## src/design/tbcc_pkg.sv

```systemverilog
// Shared constants for the timed battery charge controller.
`default_nettype none

package tbcc_pkg;

  localparam int ELAPSED_BITS   = 32;
  localparam int CFG_INDEX_BITS = 2;

  localparam logic [CFG_INDEX_BITS-1:0] REG_SUPPLY_MIN     = 2'd0;
  localparam logic [CFG_INDEX_BITS-1:0] REG_PRESENT_MIN    = 2'd1;
  localparam logic [CFG_INDEX_BITS-1:0] REG_DISCHARGED_MAX = 2'd2;
  localparam logic [CFG_INDEX_BITS-1:0] REG_CHARGE_DURATION = 2'd3;

  localparam int SUPPLY_MIN_RESET      = 700;
  localparam int PRESENT_MIN_RESET     = 28;
  localparam int DISCHARGED_MAX_RESET  = 90;
  localparam int CHARGE_DURATION_RESET = 18000000;

endpackage

`default_nettype wire

```

## src/design/tbcc_if.sv

```systemverilog
// Request and result channel interfaces of the timed battery charge controller.
`default_nettype none

interface tbcc_check_if #(
  parameter int ADC_BITS  = 10,
  parameter int TIME_BITS = 32
);
  logic                 valid;
  logic                 ready;
  logic [TIME_BITS-1:0] now_ms;
  logic [ADC_BITS-1:0]  supply_sample;
  logic [ADC_BITS-1:0]  battery_sample;

  modport source (output valid, now_ms, supply_sample, battery_sample, input ready);
  modport sink   (input valid, now_ms, supply_sample, battery_sample, output ready);
endinterface

interface tbcc_result_if
  import tbcc_pkg::*;
();
  logic                    valid;
  logic                    ready;
  logic                    charge_enable;
  logic                    charging_now;
  logic                    paused_now;
  logic [ELAPSED_BITS-1:0] elapsed_ms;

  modport source (output valid, charge_enable, charging_now, paused_now, elapsed_ms,
                  input ready);
  modport sink   (input valid, charge_enable, charging_now, paused_now, elapsed_ms,
                  output ready);
endinterface

`default_nettype wire

```

## src/design/timed_battery_charge_controller.sv

```systemverilog
// Timed battery charge controller: one check per request, one result per check.
//
// Each accepted request is one check: the supply and battery ADC codes are
// compared with the threshold registers and the charge state (charging,
// paused, start and pause time stamps) is updated in the same cycle. The
// result is held in an output register; a new request is taken every cycle
// while that register is empty or being emptied, so the block sustains one
// check per clock; its result is valid in the cycle after acceptance. The
// state update is the single compare/subtract path from the request port
// to the state and result registers. Time arithmetic wraps mod 2^TIME_BITS.
// Configuration is a plain write port, taken at any edge with cfg_we && !rst.
`default_nettype none

module timed_battery_charge_controller
  import tbcc_pkg::*;
#(
  parameter int ADC_BITS  = 10,
  parameter int TIME_BITS = 32
) (
  input  wire logic                      clk,
  input  wire logic                      rst,
  tbcc_check_if.sink                     checks,
  tbcc_result_if.source                  results,
  input  wire logic                      cfg_we,
  input  wire logic [CFG_INDEX_BITS-1:0] cfg_index,
  input  wire logic [TIME_BITS-1:0]      cfg_data
);

  logic [ADC_BITS-1:0]  supply_min;
  logic [ADC_BITS-1:0]  present_min;
  logic [ADC_BITS-1:0]  discharged_max;
  logic [TIME_BITS-1:0] charge_duration;

  logic                 charging;
  logic                 paused;
  logic                 enable;
  logic [TIME_BITS-1:0] start_time;
  logic [TIME_BITS-1:0] pause_time;

  logic                 charging_next;
  logic                 paused_next;
  logic                 enable_next;
  logic [TIME_BITS-1:0] start_time_next;
  logic [TIME_BITS-1:0] pause_time_next;
  logic [TIME_BITS-1:0] outage;
  logic [TIME_BITS-1:0] before_pause;
  logic [TIME_BITS-1:0] elapsed_full;

  logic                 out_valid;
  logic                 accept;

  assign checks.ready = !out_valid || results.ready;
  assign accept       = checks.valid && checks.ready;

  always_comb begin
    charging_next   = charging;
    paused_next     = paused;
    enable_next     = enable;
    start_time_next = start_time;
    pause_time_next = pause_time;
    outage          = checks.now_ms - pause_time;
    before_pause    = pause_time - start_time;
    if (checks.supply_sample >= supply_min) begin
      if (checks.battery_sample >= present_min) begin
        if (paused) begin
          enable_next = 1'b1;
          if (outage < before_pause) begin
            start_time_next = start_time + outage;
          end else begin
            start_time_next = checks.now_ms;
          end
          paused_next   = 1'b0;
          charging_next = 1'b1;
        end
        if (!charging_next) begin
          if (checks.battery_sample <= discharged_max) begin
            enable_next     = 1'b1;
            start_time_next = checks.now_ms;
            charging_next   = 1'b1;
          end
        end else if (charge_duration <= checks.now_ms - start_time_next) begin
          enable_next     = 1'b0;
          start_time_next = '0;
          charging_next   = 1'b0;
        end
      end else begin
        enable_next     = 1'b0;
        start_time_next = '0;
        charging_next   = 1'b0;
      end
    end else if (charging) begin
      enable_next     = 1'b0;
      pause_time_next = checks.now_ms;
      paused_next     = 1'b1;
      charging_next   = 1'b0;
    end
    elapsed_full = charging_next ? checks.now_ms - start_time_next : '0;
  end

  always_ff @(posedge clk) begin
    if (rst) begin
      supply_min      <= ADC_BITS'(SUPPLY_MIN_RESET);
      present_min     <= ADC_BITS'(PRESENT_MIN_RESET);
      discharged_max  <= ADC_BITS'(DISCHARGED_MAX_RESET);
      charge_duration <= TIME_BITS'(CHARGE_DURATION_RESET);
    end else if (cfg_we) begin
      unique case (cfg_index)
        REG_SUPPLY_MIN:      supply_min      <= cfg_data[ADC_BITS-1:0];
        REG_PRESENT_MIN:     present_min     <= cfg_data[ADC_BITS-1:0];
        REG_DISCHARGED_MAX:  discharged_max  <= cfg_data[ADC_BITS-1:0];
        REG_CHARGE_DURATION: charge_duration <= cfg_data;
        default: ;
      endcase
    end
  end

  always_ff @(posedge clk) begin
    if (rst) begin
      charging   <= 1'b0;
      paused     <= 1'b0;
      enable     <= 1'b0;
      start_time <= '0;
      pause_time <= '0;
    end else if (accept) begin
      charging   <= charging_next;
      paused     <= paused_next;
      enable     <= enable_next;
      start_time <= start_time_next;
      pause_time <= pause_time_next;
    end
  end

  always_ff @(posedge clk) begin
    if (rst) begin
      out_valid <= 1'b0;
    end else if (accept) begin
      out_valid <= 1'b1;
    end else if (results.ready) begin
      out_valid <= 1'b0;
    end
  end

  always_ff @(posedge clk) begin
    if (accept) begin
      results.charge_enable <= enable_next;
      results.charging_now  <= charging_next;
      results.paused_now    <= paused_next;
      results.elapsed_ms    <= ELAPSED_BITS'(elapsed_full);
    end
  end

  assign results.valid = out_valid;

endmodule

`default_nettype wire
```

## src/flat_wrapper.sv

```systemverilog
// flat-port wrapper written by rule: the top's interface ports become plain ports
module timed_battery_charge_controller_flat import tbcc_pkg::*;
#(
  parameter int ADC_BITS  = 10,
  parameter int TIME_BITS = 32
)
  (clk, rst, cfg_we, cfg_index, cfg_data, checks_valid, checks_now_ms, checks_supply_sample, checks_battery_sample, checks_ready, results_valid, results_charge_enable, results_charging_now, results_paused_now, results_elapsed_ms, results_ready);
  tbcc_check_if #(.ADC_BITS(ADC_BITS), .TIME_BITS(TIME_BITS)) checks_i ();
  tbcc_result_if results_i ();
  input  wire logic clk;
  input  wire logic rst;
  input  wire logic cfg_we;
  input  wire logic [CFG_INDEX_BITS-1:0] cfg_index;
  input  wire logic [TIME_BITS-1:0] cfg_data;
  input wire logic [$bits(checks_i.valid)-1:0] checks_valid;
  input wire logic [$bits(checks_i.now_ms)-1:0] checks_now_ms;
  input wire logic [$bits(checks_i.supply_sample)-1:0] checks_supply_sample;
  input wire logic [$bits(checks_i.battery_sample)-1:0] checks_battery_sample;
  output wire logic [$bits(checks_i.ready)-1:0] checks_ready;
  output wire logic [$bits(results_i.valid)-1:0] results_valid;
  output wire logic [$bits(results_i.charge_enable)-1:0] results_charge_enable;
  output wire logic [$bits(results_i.charging_now)-1:0] results_charging_now;
  output wire logic [$bits(results_i.paused_now)-1:0] results_paused_now;
  output wire logic [$bits(results_i.elapsed_ms)-1:0] results_elapsed_ms;
  input wire logic [$bits(results_i.ready)-1:0] results_ready;
  assign checks_i.valid = checks_valid;
  assign checks_i.now_ms = checks_now_ms;
  assign checks_i.supply_sample = checks_supply_sample;
  assign checks_i.battery_sample = checks_battery_sample;
  assign checks_ready = checks_i.ready;
  assign results_valid = results_i.valid;
  assign results_charge_enable = results_i.charge_enable;
  assign results_charging_now = results_i.charging_now;
  assign results_paused_now = results_i.paused_now;
  assign results_elapsed_ms = results_i.elapsed_ms;
  assign results_i.ready = results_ready;
  timed_battery_charge_controller #(.ADC_BITS(ADC_BITS), .TIME_BITS(TIME_BITS)) u_core (.clk(clk), .rst(rst), .checks(checks_i), .results(results_i), .cfg_we(cfg_we), .cfg_index(cfg_index), .cfg_data(cfg_data));
endmodule
```

## config.mk

```make
export PLATFORM = sky130hd
export DESIGN_NAME = timed_battery_charge_controller_flat
export DESIGN_NICKNAME = d
export VERILOG_FILES = /design/src/design/tbcc_pkg.sv /design/src/design/tbcc_if.sv /design/src/design/timed_battery_charge_controller.sv /design/src/flat_wrapper.sv
export SDC_FILE = /design/constraint.sdc
export NUM_CORES = 1
export LEC_CHECK = 0
export BUFFER_PORTS_ARGS = -buffer_cell sky130_fd_sc_hd__buf_2
export CORE_MARGIN = 2
export CORE_UTILIZATION = 60
export DETAILED_ROUTE_END_ITERATION = 8
export PLACE_DENSITY = 0.8
export SLEW_MARGIN = 0
export SYNTH_ARGS = -nofsm -noshare
export SYNTH_HDL_FRONTEND = slang
export SYNTH_SLANG_ARGS = --single-unit
```

## constraint.sdc

```tcl
create_clock -name clk -period 14 [get_ports clk]
set_input_delay 0.7 -clock clk [delete_from_list [all_inputs] [get_ports clk]]
set_output_delay 0.7 -clock clk [all_outputs]
set_load 0.01 [all_outputs]
```

==> results.py, run 1 <==
metrics = {
    "run_status": {
        "status": "finished clean",
    },
    "min_path": {
        "hold_start": "u_core.charge_duration[0]",
        "hp-class": "register to register",
    },
    "logic_synthesis": {
        "synthSimpleGateAreaFrac_pct": 18.0,
        "async_reset_ff_share_pct": 0,
        "synth_cell_type_count": 80,
        "synthMuxAreaShare_pct": 2.47,
        "synth_top_family_by_area": "compound AO/OA/AOI/OAI gates",
        "synth_nets": 2489,
        "synth_enable_flop_cells": 35,
        "yosysWarningCount": 0,
        "synth-compound-area-share_pct": 26.2,
        "synth-seq-cells": 165,
        "synthXorXnorAreaFrac_pct": 7.53,
        "synth_fa_ha_area_share_pct": 19.2,
        "syn-instance-count": 2145,
        "ys.flop_type": "dfxtp_1",
        "yosysSeqAreaShare_pct": 21.9,
        "synth_area_per_cell_um2": 7.78,
        "netlist_area_mm2": 0.0167,
    },
    "die": {
        "coreArea_mm2": 0.0276,
        "fp.dieH_um": 171,
        "die_area_mm2": 0.0292,
        "rows": 61,
        "die_x_um": 171,
        "io_pins": 128,
        "start_util_pct": 60.6,
    },
    "clock_tree": {
        "clk_latency_ns": 0.45,
        "cts-htree-levels": 4,
        "cts_buffer_depth": 2,
        "clock-root-buffer": "clkbuf_16",
        "cts_tree": "yes",
        "numCtsBuffers": 17,
        "postCtsHoldBufs": 0,
        "clock-sinks": 165,
        "clk_pin_slew_ns": 0.07,
    },
    "global_route": {
        "grt_pass1_vias": 15100,
        "grt_start_max_net_pins": 55,
        "grt.overflow.total": 0,
        "grtUsageTotal_pct": 35.3,
        "antenna_found_initial": 1,
        "grt_pass1_wl_um": 80700,
    },
    "drt": {
        "dr.pass1.iters": 6,
        "topRoutingLayerUsed": "met4",
        "drcViolationCount": 0,
        "wl_met1_um": 23400,
        "routed_wl_um": 51700,
        "num_vias": 16300,
        "drt-initial-drc-count": 1472,
        "drt-wirelength-per-cell_um": 19.6,
        "antenna_left": 0,
        "wl_met3_um": 5030,
        "via_per_inst": 6.17,
        "dr_wl_met2_um": 22100,
    },
    "placed_design": {
        "port_buffers": 127,
        "dp.cells": 2609,
        "gp_congestion": 1.02,
        "dpl_cell_area_mm2": 0.0177,
        "place_ws_ns": 0.278,
        "dp_hpwl_um": 39700,
    },
    "worst_setup_path": {
        "r2r_start": "u_core.start_time[1]",
        "path_max_fanout": 10,
        "path_class": "register to register",
        "crit_required_ns": 14.19,
        "startpoint": "u_core.start_time[1]",
        "worstSetupEndpointType": "register",
        "slowest_stage": "a311o_2",
        "crit_top_cell": "a21oi_1",
        "crit_arrival_ns": 13.52,
        "cp-start-kind": "register",
        "critical-path-max-stage-delay_ns": 0.48,
    },
    "timing": {
        "min_period_ns": 13.34,
        "tightest_slew_ns": 1.19,
        "setup_viol": 0,
        "slew_viol_final": 0,
        "period_share_pct": 95.3,
        "fmax_mhz": 75.0,
        "fin_worst_skew_ns": 0.0155,
        "setup_slack_ns": 0.662,
        "hold_violations": 0,
        "slew_headroom_pct": 20.8,
    },
    "power": {
        "peakVddDrop_mv": 0.0839,
        "combPwrFrac_pct": 42.9,
        "power_switching_uw": 697,
        "p_sw_share_pct": 40.0,
        "pwr-share-clk_pct": 27.6,
        "power_leakage_uw": 0.00781,
        "powerDensity_mw_per_mm2": 94.9,
        "p_seq_share_pct": 29.5,
        "internal_power_uw": 1040,
    },
    "cells_and_area": {
        "ff_latch_area_mm2": 0.00365,
        "final_cells": 2641,
        "fillers": 2413,
        "final_area_mm2": 0.0183,
        "nNetsFinal": 2594,
        "syn2layout_area_growth_pct": 9.80,
        "antennaDiodeCount": 0,
        "mostFrequentLayoutCells": "nand2_1, a21oi_1, ha_1",
        "multi_input_area_mm2": 0.0123,
        "layout_commonest_cell": "nand2_1",
        "final_layout_size_suffix_gt1_share_pct": 10.4,
    },
    "run": {
        "drv_cap": 0,
    },
}
[cells in the mapped netlist (43+ instances only)]
cell type | number | share of area, %
inv_1 | 140 | 3.1
a21oi_1 | 251 | 7.5
o21ai_0 | 112 | 3.4
clkbuf_1 | 51 | 1.1
nor2_1 | 141 | 3.2
dfxtp_1 | 130 | 16
a21o_1 | 78 | 3.5
o21a_1 | 43 | 1.9
xnor2_1 | 89 | 4.7
nand2_1 | 300 | 6.7
xor2_1 | 52 | 2.7
ha_1 | 248 | 19
[metrics by stage]
| stage | hold slack, ns | setup TNS [ns] | util, % | total power, uW |
|---|---|---|---|---|
| floorplan | 0.436 | 0 | - | 1040 |
| global placement | 0.445 | 0 | 64.4 | 1220 |
| detailed placement | 0.453 | 0 | 64.4 | 1240 |
| CTS | 0.456 | 0 | 66.4 | 1720 |
| global route | 0.468 | -0.00486 | 66.5 | 1820 |
| finish | 0.460 | 0 | 66.5 | 1740 |
[routing by layer]
layer  vias up  global-route usage, %
met1      7519                   51.1
met3        81                   5.92
met4         0                   8.73
li1       7890                      -
met2       818                   54.4
met5         -                      0
[final cells by class]
cell class              instances  area share (%)
multi-input cells            1775            67.1
flip-flops and latches        165            19.9
repair buffers                150            4.41
inverters                     141            2.89
well taps                     378            2.58
clock buffers                  18            2.34
clock inverters                14           0.751
[critical path, delay by kind of cell, from the launching register on]
kind                     cells  cell delay (ns)
AO/OA/AOI/OAI               31             7.51
adder cells (fa/ha/maj)      7             2.10
XOR/XNOR                     3             0.34
flip-flops                   1             0.46
AND/OR/NAND/NOR             12             1.93
buffers and inverters        6             0.71
[kinds of logic after synthesis]
family / Yosys count
XOR/XNOR: 142
buffers and inverters: 205
adder cells (fa/ha/maj): 253
multiplexers: 39
flip-flops: 165
AND/OR/NAND/NOR: 661
AO/OA/AOI/OAI: 680
[path summary, 6_finish.rpt]
check                                       end  slack [ns]  cells past startpoint
setup / recovery  u_core.results.elapsed_ms[30]        0.66                     59
hold / removal        u_core.charge_duration[0]        0.46                      2
setup reg to reg  u_core.results.elapsed_ms[30]        0.66                     59
hold reg to reg       u_core.charge_duration[0]        0.46                      2
[flip-flops by register name (all words and copies together), names as in the netlist, 10 cells and up]
name                       cells
u_core.pause_time             32
u_core.supply_min             10
u_core.results.elapsed_ms     32
u_core.discharged_max         10
u_core.charge_duration        32
u_core.present_min            10
u_core.start_time             32
[repair_timing]
action,in CTS,in global routing
setup buffers,0,0
resized for setup,0,6
endpoints found under the setup margin,0,7
[power groups by stage]
| stage | logic (uW) | clock network (uW) | registers, uW |
|---|---|---|---|
| after detailed placement | 714 | 0 | 524 |
| final | 746 | 480 | 514 |
| after floorplan | 515 | 0 | 525 |
| after global routing | 811 | 497 | 516 |
| after CTS | 722 | 480 | 513 |
| after global placement | 700 | 0 | 524 |
(Power assumes the default switching activity.)
==> run 2: changes to the inputs <==
- PLACE_DENSITY: 0.8 -> 0.79
==> run 2 against run 1 <==
Against the previous run:
- critical endpoint is now u_core.results.elapsed_ms[31]
- combinational power up 0.9%
- critical path type unchanged
- largest cell class unchanged
- highest routed layer unchanged
- die area unchanged
- fmax up 1.1%
==> results.py, run 2 (same netlist as run 1, synthesis figures left out) <==
metrics = {
    "worst_setup_path": {
        "critical-path-max-stage-delay_ns": 0.50,
        "crit_top_cell": "a21o_1",
        "worstSetupEndpointType": "register",
        "cp_top_family": "compound AO/OA/AOI/OAI gates",
        "path_max_fanout": 11,
        "crit_required_ns": 14.19,
        "cp_num_buf_inv": 4,
        "crit_arrival_ns": 13.38,
        "slowest_stage": "or4b_1",
        "cp-start-kind": "register",
        "path_class": "register to register",
    },
    "cells_and_area": {
        "final_cells": 2641,
        "antennaDiodeCount": 0,
        "final_layout_size_suffix_gt1_share_pct": 10.6,
        "fillers": 2432,
        "ff_latch_area_mm2": 0.00366,
        "mostFrequentLayoutCells": "nand2_1, a21oi_1, ha_1",
        "layout_commonest_cell": "nand2_1",
        "nNetsFinal": 2594,
        "syn2layout_area_growth_pct": 10.5,
        "multi_input_area_mm2": 0.0123,
    },
    "power": {
        "power_switching_uw": 695,
        "combPwrFrac_pct": 41.6,
        "p_seq_share_pct": 28.4,
        "p_sw_share_pct": 38.4,
        "internal_power_uw": 1120,
        "powerDensity_mw_per_mm2": 98.1,
        "peakVddDrop_mv": 0.0739,
        "power_leakage_uw": 0.00787,
        "pwr-share-clk_pct": 30.0,
    },
    "timing": {
        "fin_worst_skew_ns": 0.0187,
        "slew_viol_final": 0,
        "rsz0062_at_grt": "no",
        "slew_headroom_pct": 22.2,
        "hold_violations": 0,
        "tightest_slew_ns": 1.16,
        "period_share_pct": 94.2,
        "fin_tns_setup_ns": 0,
        "min_period_ns": 13.19,
        "setup_viol": 0,
        "fmax_mhz": 75.8,
    },
    "placed_design": {
        "dp_hpwl_um": 41100,
        "dp.cells": 2609,
        "port_buffers": 127,
        "gp_congestion": 1.02,
    },
    "die": {
        "die_x_um": 171,
        "die_area_mm2": 0.0292,
        "start_util_pct": 60.6,
        "fp.dieH_um": 171,
        "coreArea_mm2": 0.0276,
        "rows": 61,
        "io_pins": 128,
    },
    "clock_tree": {
        "cts_tree": "yes",
        "clock-root-buffer": "clkbuf_16",
        "cts_buffer_depth": 2,
        "clk_latency_ns": 0.45,
        "cts-htree-levels": 4,
        "clock-sinks": 165,
        "clk_pin_slew_ns": 0.08,
        "cts_setup_buffers": 0,
        "numCtsBuffers": 17,
    },
    "global_route": {
        "grt.overflow.total": 0,
        "grt_start_max_net_pins": 60,
        "grt_pass1_vias": 15300,
        "antenna_found_initial": 0,
        "grt_pass1_wl_um": 81900,
        "grtUsageTotal_pct": 36.2,
    },
    "drt": {
        "drt-initial-drc-count": 1467,
        "wl_met3_um": 4650,
        "via_per_inst": 6.17,
        "wl_met1_um": 24900,
        "dr_wl_met2_um": 21900,
        "antenna_left": 0,
        "drt-wirelength-per-cell_um": 20.0,
        "routed_wl_um": 52900,
        "dr.pass1.iters": 5,
        "topRoutingLayerUsed": "met4",
        "drcViolationCount": 0,
        "num_vias": 16300,
    },
    "min_path": {
        "hp-class": "primary input to register",
    },
    "run_status": {
        "status": "finished clean",
    },
    "run": {
        "drv_cap": 0,
    },
}
[run 2: cell count changes in the layout (fill, tap and decap cells not counted), sizes merged]
cell	change
bufinv	+1
clkbuf	+4
clkinvlp	-2
inv	-3
[run 2: per-stage QoR]
stage	worst slack [ns]	instance area [um^2]	utilization [%]	power [uW]	hold slack, ns
final	0.806	18500	67.0	1810	0.458
after global routing	0.0112	18500	67.0	1900	0.464
after CTS	0.644	18400	66.8	1790	0.457
after detailed placement	0.359	17700	64.4	1250	0.449
after global placement	0.822	17700	64.4	1240	0.445
after floorplan	1.68	16700	-	1040	0.436
[run 2: cell type report]
cell class | instances | share of cell area (%)
Clock buffer | 22 | 2.98
Clock inverter | 10 | 0.624
Inverter | 141 | 2.87
Multi-Input combinational cell | 1775 | 66.7
Sequential cell | 165 | 19.8
Tap cell | 378 | 2.56
Timing Repair Buffer | 150 | 4.45
[run 2: tightest hold or removal path, delay by kind of cell]
kind                   cells  cell delay [ns]
AND/OR/NAND/NOR            2             0.11
buffers and inverters      1             0.08
[run 2: layer usage]
| layer | vias up | global-route usage [%] |
|---|---|---|
| met2 | 624 | 53.8 |
| met4 | 0 | 10.7 |
| met5 | - | 0 |
| met1 | 7691 | 51.9 |
| met3 | 79 | 8.14 |
| li1 | 7909 | - |
[run 2: what timing repair did]
| action | in CTS | in global routing |
|---|---|---|
| hold buffers | 0 | 0 |
| hold endpoints to repair | 0 | 0 |
| resized for setup | 0 | 10 |
| endpoints found under the setup margin | 0 | 5 |
[run 2: path summary, 6_finish.rpt]
check / slack [ns] / cells past startpoint / to / from
hold / removal: 0.46 / 3 / u_core.charge_duration[24] / cfg_data[24]
setup / recovery: 0.81 / 53 / u_core.results.elapsed_ms[31] / u_core.start_time[0]
hold reg to reg: 0.46 / 2 / u_core.discharged_max[5] / u_core.discharged_max[5]
setup reg to reg: 0.81 / 53 / u_core.results.elapsed_ms[31] / u_core.start_time[0]
[run 2: power by group through the flow]
stage | logic (uW) | registers, uW | clock network (uW)
after floorplan | 515 | 525 | 0
after global placement | 715 | 524 | 0
after detailed placement | 727 | 524 | 0
after CTS | 733 | 513 | 542
after global routing | 822 | 515 | 561
final | 753 | 513 | 543
